==> src/ffsa_pkg.sv <==
// ----------------------------------------------------------------------------
// ffsa_pkg
// shared types and constants of the first-fit segment allocator
// ----------------------------------------------------------------------------
package ffsa_pkg;

    localparam int MAX_SEGMENTS_DEF = 64;
    localparam int HEAP_BYTES       = 65536;
    localparam int HEADER_BYTES     = 16;

    localparam int SIZE_W   = 17;
    localparam int HANDLE_W = 16;
    localparam int NEED_W   = 18;

    localparam logic [SIZE_W-1:0] HEAP_LIMIT_RST = 17'd65536;

    localparam logic CMD_ALLOC = 1'b0;
    localparam logic CMD_FREE  = 1'b1;

    localparam logic [1:0] ST_OK   = 2'd0;
    localparam logic [1:0] ST_OOM  = 2'd1;
    localparam logic [1:0] ST_BADH = 2'd2;

    typedef struct packed {
        logic [SIZE_W-1:0] start;
        logic [SIZE_W-1:0] size;
        logic              free;
    } seg_entry_t;

endpackage

==> src/ffsa_ram.sv <==
// ----------------------------------------------------------------------------
// ffsa_ram
// generic simple dual-port ram, one write and one registered read port
// ----------------------------------------------------------------------------
module ffsa_ram #(
    parameter int WIDTH = 8,
    parameter int DEPTH = 64
) (
    input  logic                     clk,
    input  logic                     we,
    input  logic [$clog2(DEPTH)-1:0] waddr,
    input  logic [WIDTH-1:0]         wdata,
    input  logic [$clog2(DEPTH)-1:0] raddr,
    output logic [WIDTH-1:0]         rdata
);

    logic [WIDTH-1:0] mem [DEPTH];
    logic [WIDTH-1:0] rdata_reg;

    always_ff @(posedge clk)
    begin
        if (we)
        begin
            mem[waddr] <= wdata;
        end
        rdata_reg <= mem[raddr];
    end

    assign rdata = rdata_reg;

endmodule

==> src/first_fit_segment_allocator_core.sv <==
// ----------------------------------------------------------------------------
// first_fit_segment_allocator_core
// first-fit heap allocator with split and coalescing over a segment table
// ----------------------------------------------------------------------------
// The segment table lives in one ram with a single read and a single write
// port; every request walks it one entry per cycle. The time from accept to the
// next accept grows with the entries searched plus the entries shifted, and it
// waits in S_DONE while a pending result is stalled; searched plus shifted never
// exceeds the segment count, and the walk is paced by that one read port. One
// request is processed at a time; a finished result waits in the output register
// while the next request is taken. The table needs no clearing after reset.
module first_fit_segment_allocator_core import ffsa_pkg::*; #(
    parameter int MAX_SEGMENTS = MAX_SEGMENTS_DEF
) (
    input  logic                clk,
    input  logic                rst_n,
    input  logic                in_valid,
    output logic                in_stall,
    input  logic                command,
    input  logic [SIZE_W-1:0]   request_size,
    input  logic [HANDLE_W-1:0] handle,
    output logic                out_valid,
    input  logic                out_stall,
    output logic [1:0]          status,
    output logic [HANDLE_W-1:0] segment_offset,
    output logic [SIZE_W-1:0]   granted_size,
    output logic [SIZE_W-1:0]   total_allocated,
    input  logic                cfg_valid,
    output logic                cfg_ready,
    input  logic [SIZE_W-1:0]   cfg_data
);

    localparam int IW = $clog2(MAX_SEGMENTS);
    localparam int CW = $clog2(MAX_SEGMENTS + 1);
    localparam logic [CW-1:0] COUNT_MAX = CW'(MAX_SEGMENTS);
    localparam logic [CW-1:0] ONE_C = CW'(1);
    localparam logic [SIZE_W-1:0] HDR = SIZE_W'(HEADER_BYTES);
    localparam logic [SIZE_W-1:0] SPLIT_MIN = SIZE_W'(HEADER_BYTES + 4);

    typedef enum logic [7:0] {
        S_IDLE   = 8'b0000_0001,
        S_SEARCH = 8'b0000_0010,
        S_MISS   = 8'b0000_0100,
        S_HIT    = 8'b0000_1000,
        S_MOVE   = 8'b0001_0000,
        S_FIXA   = 8'b0010_0000,
        S_FIXB   = 8'b0100_0000,
        S_DONE   = 8'b1000_0000
    } state_t;

    state_t state_reg, state_next;
    logic cmd_reg, cmd_next;
    logic [NEED_W-1:0] need_reg, need_next;
    logic [HANDLE_W-1:0] handle_reg, handle_next;
    logic [SIZE_W-1:0] heap_limit_reg, heap_limit_next;
    logic [CW-1:0] count_reg, count_next;
    logic [SIZE_W-1:0] heap_top_reg, heap_top_next;
    logic [SIZE_W-1:0] alloc_reg, alloc_next;
    logic [CW-1:0] chk_reg, chk_next;
    seg_entry_t prev_reg, prev_next;
    seg_entry_t cur_reg, cur_next;
    logic [CW-1:0] mv_rd_reg, mv_rd_next;
    logic [CW-1:0] mv_cnt_reg, mv_cnt_next;
    logic [CW-1:0] mv_wa_reg, mv_wa_next;
    logic [1:0] mv_off_reg, mv_off_next;
    logic mv_up_reg, mv_up_next;
    logic mv_pend_reg, mv_pend_next;
    logic [IW-1:0] fixa_addr_reg, fixa_addr_next;
    seg_entry_t fixa_data_reg, fixa_data_next;
    logic fixa_wr_reg, fixa_wr_next;
    logic [IW-1:0] fixb_addr_reg, fixb_addr_next;
    seg_entry_t fixb_data_reg, fixb_data_next;
    logic fixb_wr_reg, fixb_wr_next;
    logic [1:0] res_status_reg, res_status_next;
    logic [HANDLE_W-1:0] res_offset_reg, res_offset_next;
    logic [SIZE_W-1:0] res_size_reg, res_size_next;
    logic out_valid_reg, out_valid_next;
    logic [1:0] status_reg, status_next;
    logic [HANDLE_W-1:0] offset_reg, offset_next;
    logic [SIZE_W-1:0] granted_reg, granted_next;
    logic [SIZE_W-1:0] total_reg, total_next;

    logic ram_we;
    logic [IW-1:0] ram_waddr;
    seg_entry_t ram_wdata;
    logic [IW-1:0] ram_raddr;
    seg_entry_t ram_rdata;

    logic [SIZE_W-1:0] limit;
    logic match;
    logic [SIZE_W-1:0] rest;
    logic split;
    logic merge_prev;
    logic merge_next;
    logic [CW-1:0] base_idx;
    logic [SIZE_W-1:0] base_start;
    logic [SIZE_W-1:0] base_size0;
    logic [SIZE_W-1:0] base_size;
    logic [1:0] removed;
    logic [CW-1:0] count_left;
    logic drop;
    logic [NEED_W:0] span;
    logic [NEED_W:0] room;
    logic append_fail;

    ffsa_ram #(
        .WIDTH ($bits(seg_entry_t)),
        .DEPTH (MAX_SEGMENTS)
    ) u_seg_ram (
        .clk   (clk),
        .we    (ram_we),
        .waddr (ram_waddr),
        .wdata (ram_wdata),
        .raddr (ram_raddr),
        .rdata (ram_rdata)
    );

    assign in_stall        = (state_reg != S_IDLE);
    assign cfg_ready       = 1'b1;
    assign out_valid       = out_valid_reg;
    assign status          = status_reg;
    assign segment_offset  = offset_reg;
    assign granted_size    = granted_reg;
    assign total_allocated = total_reg;

    always_comb
    begin
        limit = (int'(heap_limit_reg) < HEAP_BYTES) ? heap_limit_reg : SIZE_W'(HEAP_BYTES);
        if (cmd_reg == CMD_FREE)
        begin
            match = (ram_rdata.start == {1'b0, handle_reg});
        end
        else
        begin
            match = ram_rdata.free && ({1'b0, ram_rdata.size} >= need_reg);
        end
        rest  = cur_reg.size - need_reg[SIZE_W-1:0];
        split = (rest >= SPLIT_MIN) && (count_reg < COUNT_MAX);
        merge_prev = (chk_reg != '0) && prev_reg.free;
        base_idx   = merge_prev ? (chk_reg - ONE_C) : chk_reg;
        base_start = merge_prev ? prev_reg.start : cur_reg.start;
        base_size0 = merge_prev ? (prev_reg.size + HDR + cur_reg.size) : cur_reg.size;
        merge_next = ((chk_reg + ONE_C) < count_reg) && ram_rdata.free;
        base_size  = merge_next ? (base_size0 + HDR + ram_rdata.size) : base_size0;
        removed    = {1'b0, merge_prev} + {1'b0, merge_next};
        count_left = count_reg - CW'(removed);
        drop       = ((base_idx + ONE_C) == count_left);
        span = (NEED_W + 1)'(HEADER_BYTES) + {1'b0, need_reg};
        room = {2'b00, limit} - {2'b00, heap_top_reg};
        append_fail = (count_reg >= COUNT_MAX) || (heap_top_reg > limit) || (span > room);
    end

    always_comb
    begin
        state_next      = state_reg;
        cmd_next        = cmd_reg;
        need_next       = need_reg;
        handle_next     = handle_reg;
        heap_limit_next = heap_limit_reg;
        count_next      = count_reg;
        heap_top_next   = heap_top_reg;
        alloc_next      = alloc_reg;
        chk_next        = chk_reg;
        prev_next       = prev_reg;
        cur_next        = cur_reg;
        mv_rd_next      = mv_rd_reg;
        mv_cnt_next     = mv_cnt_reg;
        mv_wa_next      = mv_wa_reg;
        mv_off_next     = mv_off_reg;
        mv_up_next      = mv_up_reg;
        mv_pend_next    = mv_pend_reg;
        fixa_addr_next  = fixa_addr_reg;
        fixa_data_next  = fixa_data_reg;
        fixa_wr_next    = fixa_wr_reg;
        fixb_addr_next  = fixb_addr_reg;
        fixb_data_next  = fixb_data_reg;
        fixb_wr_next    = fixb_wr_reg;
        res_status_next = res_status_reg;
        res_offset_next = res_offset_reg;
        res_size_next   = res_size_reg;
        out_valid_next  = out_valid_reg && out_stall;
        status_next     = status_reg;
        offset_next     = offset_reg;
        granted_next    = granted_reg;
        total_next      = total_reg;
        ram_we          = 1'b0;
        ram_waddr       = '0;
        ram_wdata       = ram_rdata;
        ram_raddr       = '0;

        if (cfg_valid)
        begin
            heap_limit_next = cfg_data;
        end

        case (state_reg)
            S_IDLE:
            begin
                if (in_valid)
                begin
                    cmd_next        = command;
                    need_next       = ({1'b0, request_size} + NEED_W'(3)) & ~NEED_W'(3);
                    handle_next     = handle;
                    chk_next        = '0;
                    res_status_next = ST_OK;
                    res_offset_next = '0;
                    res_size_next   = '0;
                    fixa_wr_next    = 1'b0;
                    fixb_wr_next    = 1'b0;
                    mv_cnt_next     = '0;
                    mv_pend_next    = 1'b0;
                    state_next      = (count_reg == '0) ? S_MISS : S_SEARCH;
                end
            end
            S_SEARCH:
            begin
                ram_raddr = IW'(chk_reg + ONE_C);
                if (match)
                begin
                    cur_next   = ram_rdata;
                    state_next = S_HIT;
                end
                else
                begin
                    prev_next = ram_rdata;
                    if ((chk_reg + ONE_C) == count_reg)
                    begin
                        state_next = S_MISS;
                    end
                    else
                    begin
                        chk_next = chk_reg + ONE_C;
                    end
                end
            end
            S_HIT:
            begin
                if (cmd_reg == CMD_ALLOC)
                begin
                    res_offset_next = cur_reg.start[HANDLE_W-1:0];
                    if (split)
                    begin
                        mv_up_next     = 1'b1;
                        mv_off_next    = 2'd1;
                        mv_rd_next     = count_reg - ONE_C;
                        mv_cnt_next    = count_reg - ONE_C - chk_reg;
                        fixa_wr_next   = 1'b1;
                        fixa_addr_next = IW'(chk_reg + ONE_C);
                        fixa_data_next = '{start: cur_reg.start + HDR + need_reg[SIZE_W-1:0],
                                           size: rest - HDR, free: 1'b1};
                        fixb_wr_next   = 1'b1;
                        fixb_addr_next = IW'(chk_reg);
                        fixb_data_next = '{start: cur_reg.start, size: need_reg[SIZE_W-1:0],
                                           free: 1'b0};
                        count_next     = count_reg + ONE_C;
                        res_size_next  = need_reg[SIZE_W-1:0];
                        alloc_next     = alloc_reg + need_reg[SIZE_W-1:0];
                    end
                    else
                    begin
                        fixa_wr_next   = 1'b1;
                        fixa_addr_next = IW'(chk_reg);
                        fixa_data_next = '{start: cur_reg.start, size: cur_reg.size, free: 1'b0};
                        res_size_next  = cur_reg.size;
                        alloc_next     = alloc_reg + cur_reg.size;
                    end
                    state_next = S_MOVE;
                end
                else if (cur_reg.free)
                begin
                    res_status_next = ST_BADH;
                    state_next      = S_DONE;
                end
                else
                begin
                    res_size_next = cur_reg.size;
                    alloc_next    = alloc_reg - cur_reg.size;
                    mv_up_next    = 1'b0;
                    mv_off_next   = removed;
                    mv_rd_next    = base_idx + ONE_C + CW'(removed);
                    if (drop)
                    begin
                        count_next    = count_left - ONE_C;
                        heap_top_next = base_start;
                    end
                    else
                    begin
                        count_next     = count_left;
                        fixa_wr_next   = 1'b1;
                        fixa_addr_next = IW'(base_idx);
                        fixa_data_next = '{start: base_start, size: base_size, free: 1'b1};
                        if (removed != 2'd0)
                        begin
                            mv_cnt_next = count_left - base_idx - ONE_C;
                        end
                    end
                    state_next = S_MOVE;
                end
            end
            S_MISS:
            begin
                if (cmd_reg == CMD_FREE)
                begin
                    res_status_next = ST_BADH;
                    state_next      = S_DONE;
                end
                else if (append_fail)
                begin
                    res_status_next = ST_OOM;
                    state_next      = S_DONE;
                end
                else
                begin
                    fixa_wr_next    = 1'b1;
                    fixa_addr_next  = IW'(count_reg);
                    fixa_data_next  = '{start: heap_top_reg, size: need_reg[SIZE_W-1:0],
                                        free: 1'b0};
                    count_next      = count_reg + ONE_C;
                    heap_top_next   = heap_top_reg + span[SIZE_W-1:0];
                    alloc_next      = alloc_reg + need_reg[SIZE_W-1:0];
                    res_offset_next = heap_top_reg[HANDLE_W-1:0];
                    res_size_next   = need_reg[SIZE_W-1:0];
                    state_next      = S_FIXA;
                end
            end
            S_MOVE:
            begin
                ram_we    = mv_pend_reg;
                ram_waddr = IW'(mv_wa_reg);
                ram_wdata = ram_rdata;
                ram_raddr = IW'(mv_rd_reg);
                if (mv_cnt_reg != '0)
                begin
                    mv_pend_next = 1'b1;
                    mv_wa_next   = mv_up_reg ? (mv_rd_reg + ONE_C)
                                             : (mv_rd_reg - CW'(mv_off_reg));
                    mv_rd_next   = mv_up_reg ? (mv_rd_reg - ONE_C) : (mv_rd_reg + ONE_C);
                    mv_cnt_next  = mv_cnt_reg - ONE_C;
                end
                else
                begin
                    mv_pend_next = 1'b0;
                    if (!mv_pend_reg)
                    begin
                        state_next = S_FIXA;
                    end
                end
            end
            S_FIXA:
            begin
                ram_we     = fixa_wr_reg;
                ram_waddr  = fixa_addr_reg;
                ram_wdata  = fixa_data_reg;
                state_next = fixb_wr_reg ? S_FIXB : S_DONE;
            end
            S_FIXB:
            begin
                ram_we     = 1'b1;
                ram_waddr  = fixb_addr_reg;
                ram_wdata  = fixb_data_reg;
                state_next = S_DONE;
            end
            S_DONE:
            begin
                if (!out_valid_reg || !out_stall)
                begin
                    out_valid_next = 1'b1;
                    status_next    = res_status_reg;
                    offset_next    = res_offset_reg;
                    granted_next   = res_size_reg;
                    total_next     = alloc_reg;
                    state_next     = S_IDLE;
                end
            end
            default:
            begin
                state_next = S_IDLE;
            end
        endcase
    end

    always_ff @(posedge clk or negedge rst_n)
    begin
        if (!rst_n)
        begin
            state_reg      <= S_IDLE;
            heap_limit_reg <= HEAP_LIMIT_RST;
            count_reg      <= '0;
            heap_top_reg   <= '0;
            alloc_reg      <= '0;
            out_valid_reg  <= 1'b0;
            mv_cnt_reg     <= '0;
            mv_pend_reg    <= 1'b0;
            fixa_wr_reg    <= 1'b0;
            fixb_wr_reg    <= 1'b0;
        end
        else
        begin
            state_reg      <= state_next;
            heap_limit_reg <= heap_limit_next;
            count_reg      <= count_next;
            heap_top_reg   <= heap_top_next;
            alloc_reg      <= alloc_next;
            out_valid_reg  <= out_valid_next;
            mv_cnt_reg     <= mv_cnt_next;
            mv_pend_reg    <= mv_pend_next;
            fixa_wr_reg    <= fixa_wr_next;
            fixb_wr_reg    <= fixb_wr_next;
        end
    end

    always_ff @(posedge clk)
    begin
        cmd_reg        <= cmd_next;
        need_reg       <= need_next;
        handle_reg     <= handle_next;
        chk_reg        <= chk_next;
        prev_reg       <= prev_next;
        cur_reg        <= cur_next;
        mv_rd_reg      <= mv_rd_next;
        mv_wa_reg      <= mv_wa_next;
        mv_off_reg     <= mv_off_next;
        mv_up_reg      <= mv_up_next;
        fixa_addr_reg  <= fixa_addr_next;
        fixa_data_reg  <= fixa_data_next;
        fixb_addr_reg  <= fixb_addr_next;
        fixb_data_reg  <= fixb_data_next;
        res_status_reg <= res_status_next;
        res_offset_reg <= res_offset_next;
        res_size_reg   <= res_size_next;
        status_reg     <= status_next;
        offset_reg     <= offset_next;
        granted_reg    <= granted_next;
        total_reg      <= total_next;
    end

    a_count_range: assert property (@(posedge clk) disable iff (!rst_n)
        count_reg <= COUNT_MAX)
        else $error("segment count above table depth");

    a_empty_top: assert property (@(posedge clk) disable iff (!rst_n)
        count_reg == '0 |-> heap_top_reg == '0)
        else $error("empty heap with nonzero top");

    a_done_holds: assert property (@(posedge clk) disable iff (!rst_n)
        (state_reg == S_DONE && out_valid_reg && out_stall) |=> state_reg == S_DONE)
        else $error("result loaded over a pending one");

    a_fail_zero: assert property (@(posedge clk) disable iff (!rst_n)
        (out_valid_reg && status_reg != ST_OK) |-> (granted_reg == '0 && offset_reg == '0))
        else $error("failed request carries a grant");

endmodule
==> config.mk <==
export PLATFORM = sky130hd
export DESIGN_NAME = first_fit_segment_allocator_core
export DESIGN_NICKNAME = d
export VERILOG_FILES = /design/src/ffsa_pkg.sv /design/src/ffsa_ram.sv /design/src/first_fit_segment_allocator_core.sv
export SDC_FILE = /design/constraint.sdc
export NUM_CORES = 2
export LEC_CHECK = 0
export BUFFER_PORTS_ARGS = -buffer_cell sky130_fd_sc_hd__buf_2
export CELL_PAD_IN_SITES_DETAIL_PLACEMENT = 1
export CELL_PAD_IN_SITES_GLOBAL_PLACEMENT = 2
export CORE_UTILIZATION = 48
export CTS_CLUSTER_DIAMETER = 100
export CTS_CLUSTER_SIZE = 8
export DETAILED_ROUTE_END_ITERATION = 10
export MAX_ROUTING_LAYER = met4
export PLACE_DENSITY_LB_ADDON = 0.1
export SLEW_MARGIN = 20
export SYNTH_ARGS = -nofsm -noshare
export SYNTH_HDL_FRONTEND = slang
export SYNTH_SLANG_ARGS = --single-unit
==> constraint.sdc <==
create_clock -name clk -period 11.8 [get_ports clk]
set_input_delay 0.59 -clock clk [delete_from_list [all_inputs] [get_ports clk]]
set_output_delay 0.59 -clock clk [all_outputs]
set_load 0.01 [all_outputs]
==> results_dict.tcl <==
set metrics [dict create \
    stdcell_area_um2 130000 \
    grt_pass1_wl_um 555000 \
    wl_met3_um 22900 \
    final_common_cell "edfxtp_1" \
    rsz0062_at_grt "false" \
    start_util 0.483 \
    die_h_um 491 \
    hold_path.class "primary input to flip-flop" \
    top_layer_used "met4" \
    design.portCount 111 \
    grt_pass1_vias 81400 \
    cts_tree "built" \
    clock_sinks 2643 \
    grt_usage 0.322 \
    drtAntennaViolNets 0 \
    finClkSkew_ns 0.0980 \
    worst_slack_ns 4.92 \
    num_vias 79700 \
    yosysWarnings 0 \
    clkPwrFrac 0.320 \
    via_per_inst 6.25 \
    seqPwrFrac 0.410 \
    async_reset_ff_frac 0.0291 \
    timing.fmax_mhz 145 \
    syn_nets 9630 \
    cp_max_fo 42 \
    grt_max_degree 163 \
    cp-start-kind "flip-flop" \
    synth_ff_type "edfxtp_1" \
    p_comb_frac 0.270 \
    syn_avg_cell_area_um2 12.3 \
    netlist_area_um2 115000 \
    top_register "u_seg_ram.mem" \
    setup_viol 0 \
    htree_levels 5 \
    p_sw_w 0.0102 \
    final_util 0.547 \
    critPathRequiredTime_ns 12.32 \
    row_count 179 \
    largest_reg_flops 2240 \
    post-route-drc-count 0 \
    overflow 0 \
    synth.distinct_cells 98 \
    yosysSeqAreaShare 0.686 \
    avgRoutedWirePerCell_um 29.9 \
    clock_latency_ns 0.98 \
    cp.arrival_ns 7.40 \
    place_congestion 0.889 \
    cts.clk_slew.worst_paths_ns 0.06 \
    ir_drop_mv 0.193 \
    firstDrtPassIters 6 \
    cts-root-buf "clkbuf_16" \
    clock_path_buffers 4 \
    wl_met2_um 182000 \
    core_um2 238000 \
    layout-drive-gt1-share 0.0929 \
    place_ws_ns 4.94 \
    fin_nets 9791 \
    wl_met1_um 163000 \
    hold_ws_ns 0.0506 \
    synth_cells 9309 \
    period_minus_slack_ns 6.88 \
    synth_edf_count 2531 \
    finalCritPeriodShare 0.583 \
    cts_buffers 380 \
    cp-end-kind "flip-flop" \
    ys_seq_elements 2643 \
    drtIter0Drc 7898 \
    hold_viol 0 \
    swShare 0.335 \
    outcome "completed" \
    worst-setup-path-type "flip-flop to flip-flop" \
    intPower_w 0.0202 \
    die_x_um 491 \
    antenna_found_initial 11 \
    place_hpwl_um 214000 \
    finalSetupTns_ns 0 \
    maxCapViolations 0 \
    areaGrowthSynthToFinish_pct 13.4 \
    mostFrequentLayoutCells "edfxtp_1, nand2_1, nand3_1, a311oi_1, clkbuf_16" \
    p_leak_nw 46.3 \
    nFillCells 23500 \
    power_density_nw_per_um2 233 \
    wirelength_um 382000 \
    die-area_um2 241000 \
    portBuffers 109 \
    placed_area_um2 119000 \
    slew-limit-headroom 0.149 \
    slew_viol_final 0 \
    tightest_slew_ns 1.27 \
]
[metal layers]
metal / track usage / vias to the layer above
met2: 0.509 / 2941
met1: 0.432 / 41500
met5: - / -
met3: 0.0348 / 714
met4: 0.114 / 0
li1: - / 34600
[cell usage after synthesis (all sizes together) (18+ instances only)]
| cell type | instances | area [um^2] |
|---|---|---|
| nor2b | 41 | 257 |
| xor2 | 75 | 657 |
| and2 | 18 | 113 |
| dfxtp | 35 | 701 |
| a31oi | 152 | 951 |
| a21oi | 328 | 1650 |
| o21ai | 159 | 796 |
| xnor2 | 155 | 1360 |
| o21a | 28 | 210 |
| nand2b | 27 | 169 |
| a222oi | 21 | 210 |
| inv | 153 | 574 |
| edfxtp | 2531 | 76000 |
| clkbuf | 461 | 1730 |
| buf | 124 | 594 |
| ha | 251 | 3140 |
| and3 | 298 | 1860 |
| nor3 | 57 | 290 |
| a22oi | 44 | 330 |
| dfrtp | 75 | 1880 |
| mux2 | 23 | 259 |
| nor2 | 267 | 1000 |
| a22o | 25 | 219 |
| nand2 | 2523 | 9470 |
| a21o | 42 | 315 |
| nand3 | 602 | 3010 |
| a211oi | 120 | 906 |
| a311oi | 423 | 3700 |
[area by class of cell]
type,instances,area [um^2],area share
flip-flops and latches,2643,78600,0.605
clock buffers,493,10100,0.0775
clock inverters,11,139,0.00107
diodes,4,10.0,0.0000770
repair buffers,364,2740,0.0211
well taps,3167,3960,0.0305
inverters,156,586,0.00450
multi-input cells,5925,33900,0.261
[repair_timing]
item,CTS,global route
hold buffers,47,0
endpoints found under the hold margin,84,0
resized for setup,0,0
buffers inserted,0,0
setup endpoints to repair,0,0
[through the flow]
step                      cells  total power [W]
after CTS                 12800           0.0304
after global placement    12200           0.0205
after detailed placement  12200           0.0207
after floorplan            9309           0.0174
final                     12800           0.0304
after global routing      12800           0.0314
[power by group through the flow]
stage                     clock [W]  sequential, W  combinational, W
after global routing         0.0101         0.0124           0.00884
after floorplan                   0         0.0124           0.00501
after CTS                   0.00982         0.0124           0.00814
after global placement            0         0.0126           0.00787
final                       0.00970         0.0124           0.00821
after detailed placement          0         0.0126           0.00807
[cells by family after synthesis]
logic type	synth area share
AND/OR/NAND/NOR	0.146
flip-flops	0.686
AO/OA/AOI/OAI	0.0913
buffers and inverters	0.0254
adder cells (fa/ha/maj)	0.0302
XOR/XNOR	0.0178
multiplexers	0.00365
other	0.0000327
[path summary, 6_finish.rpt]
check,startpoint,to,slack (ns),cells after the start
worst max-delay path,heap_limit_reg[16],fixa_addr_reg[5],4.92,23
worst min-delay path,request_size[4],need_reg[4],0.05,2
worst max register to register,heap_limit_reg[16],fixa_addr_reg[5],4.92,23
worst min register to register,res_offset_reg[11],segment_offset[11],0.42,0
max in group asynchronous,rst_n,alloc_reg[1],10.41,3
min in group asynchronous,rst_n,heap_top_reg[12],0.23,2
[worst max-delay path, stage by stage (launching register included)]
cell and delay [ns]:
dfstp_2 0.75, nor2b_1 0.14, ha_1 0.28, nor2b_1 0.12, o21ai_0 0.21, a21oi_1 0.11
o21ai_0 0.27, a21oi_1 0.14, o21ai_0 0.28, a21oi_1 0.17, o31ai_1 0.38, a22oi_1 0.19
a31oi_1 0.28, o21ai_0 0.19, ha_1 0.34, nand4_1 0.16, nor2_1 0.15, nand4_1 0.09
or3_1 0.31, o21ai_0 0.23, nand4_1 0.32, and2_0 0.57, nor2_4 0.21, buf_4 0.55
No activity file was read; power rests on OpenSTA's default activity.
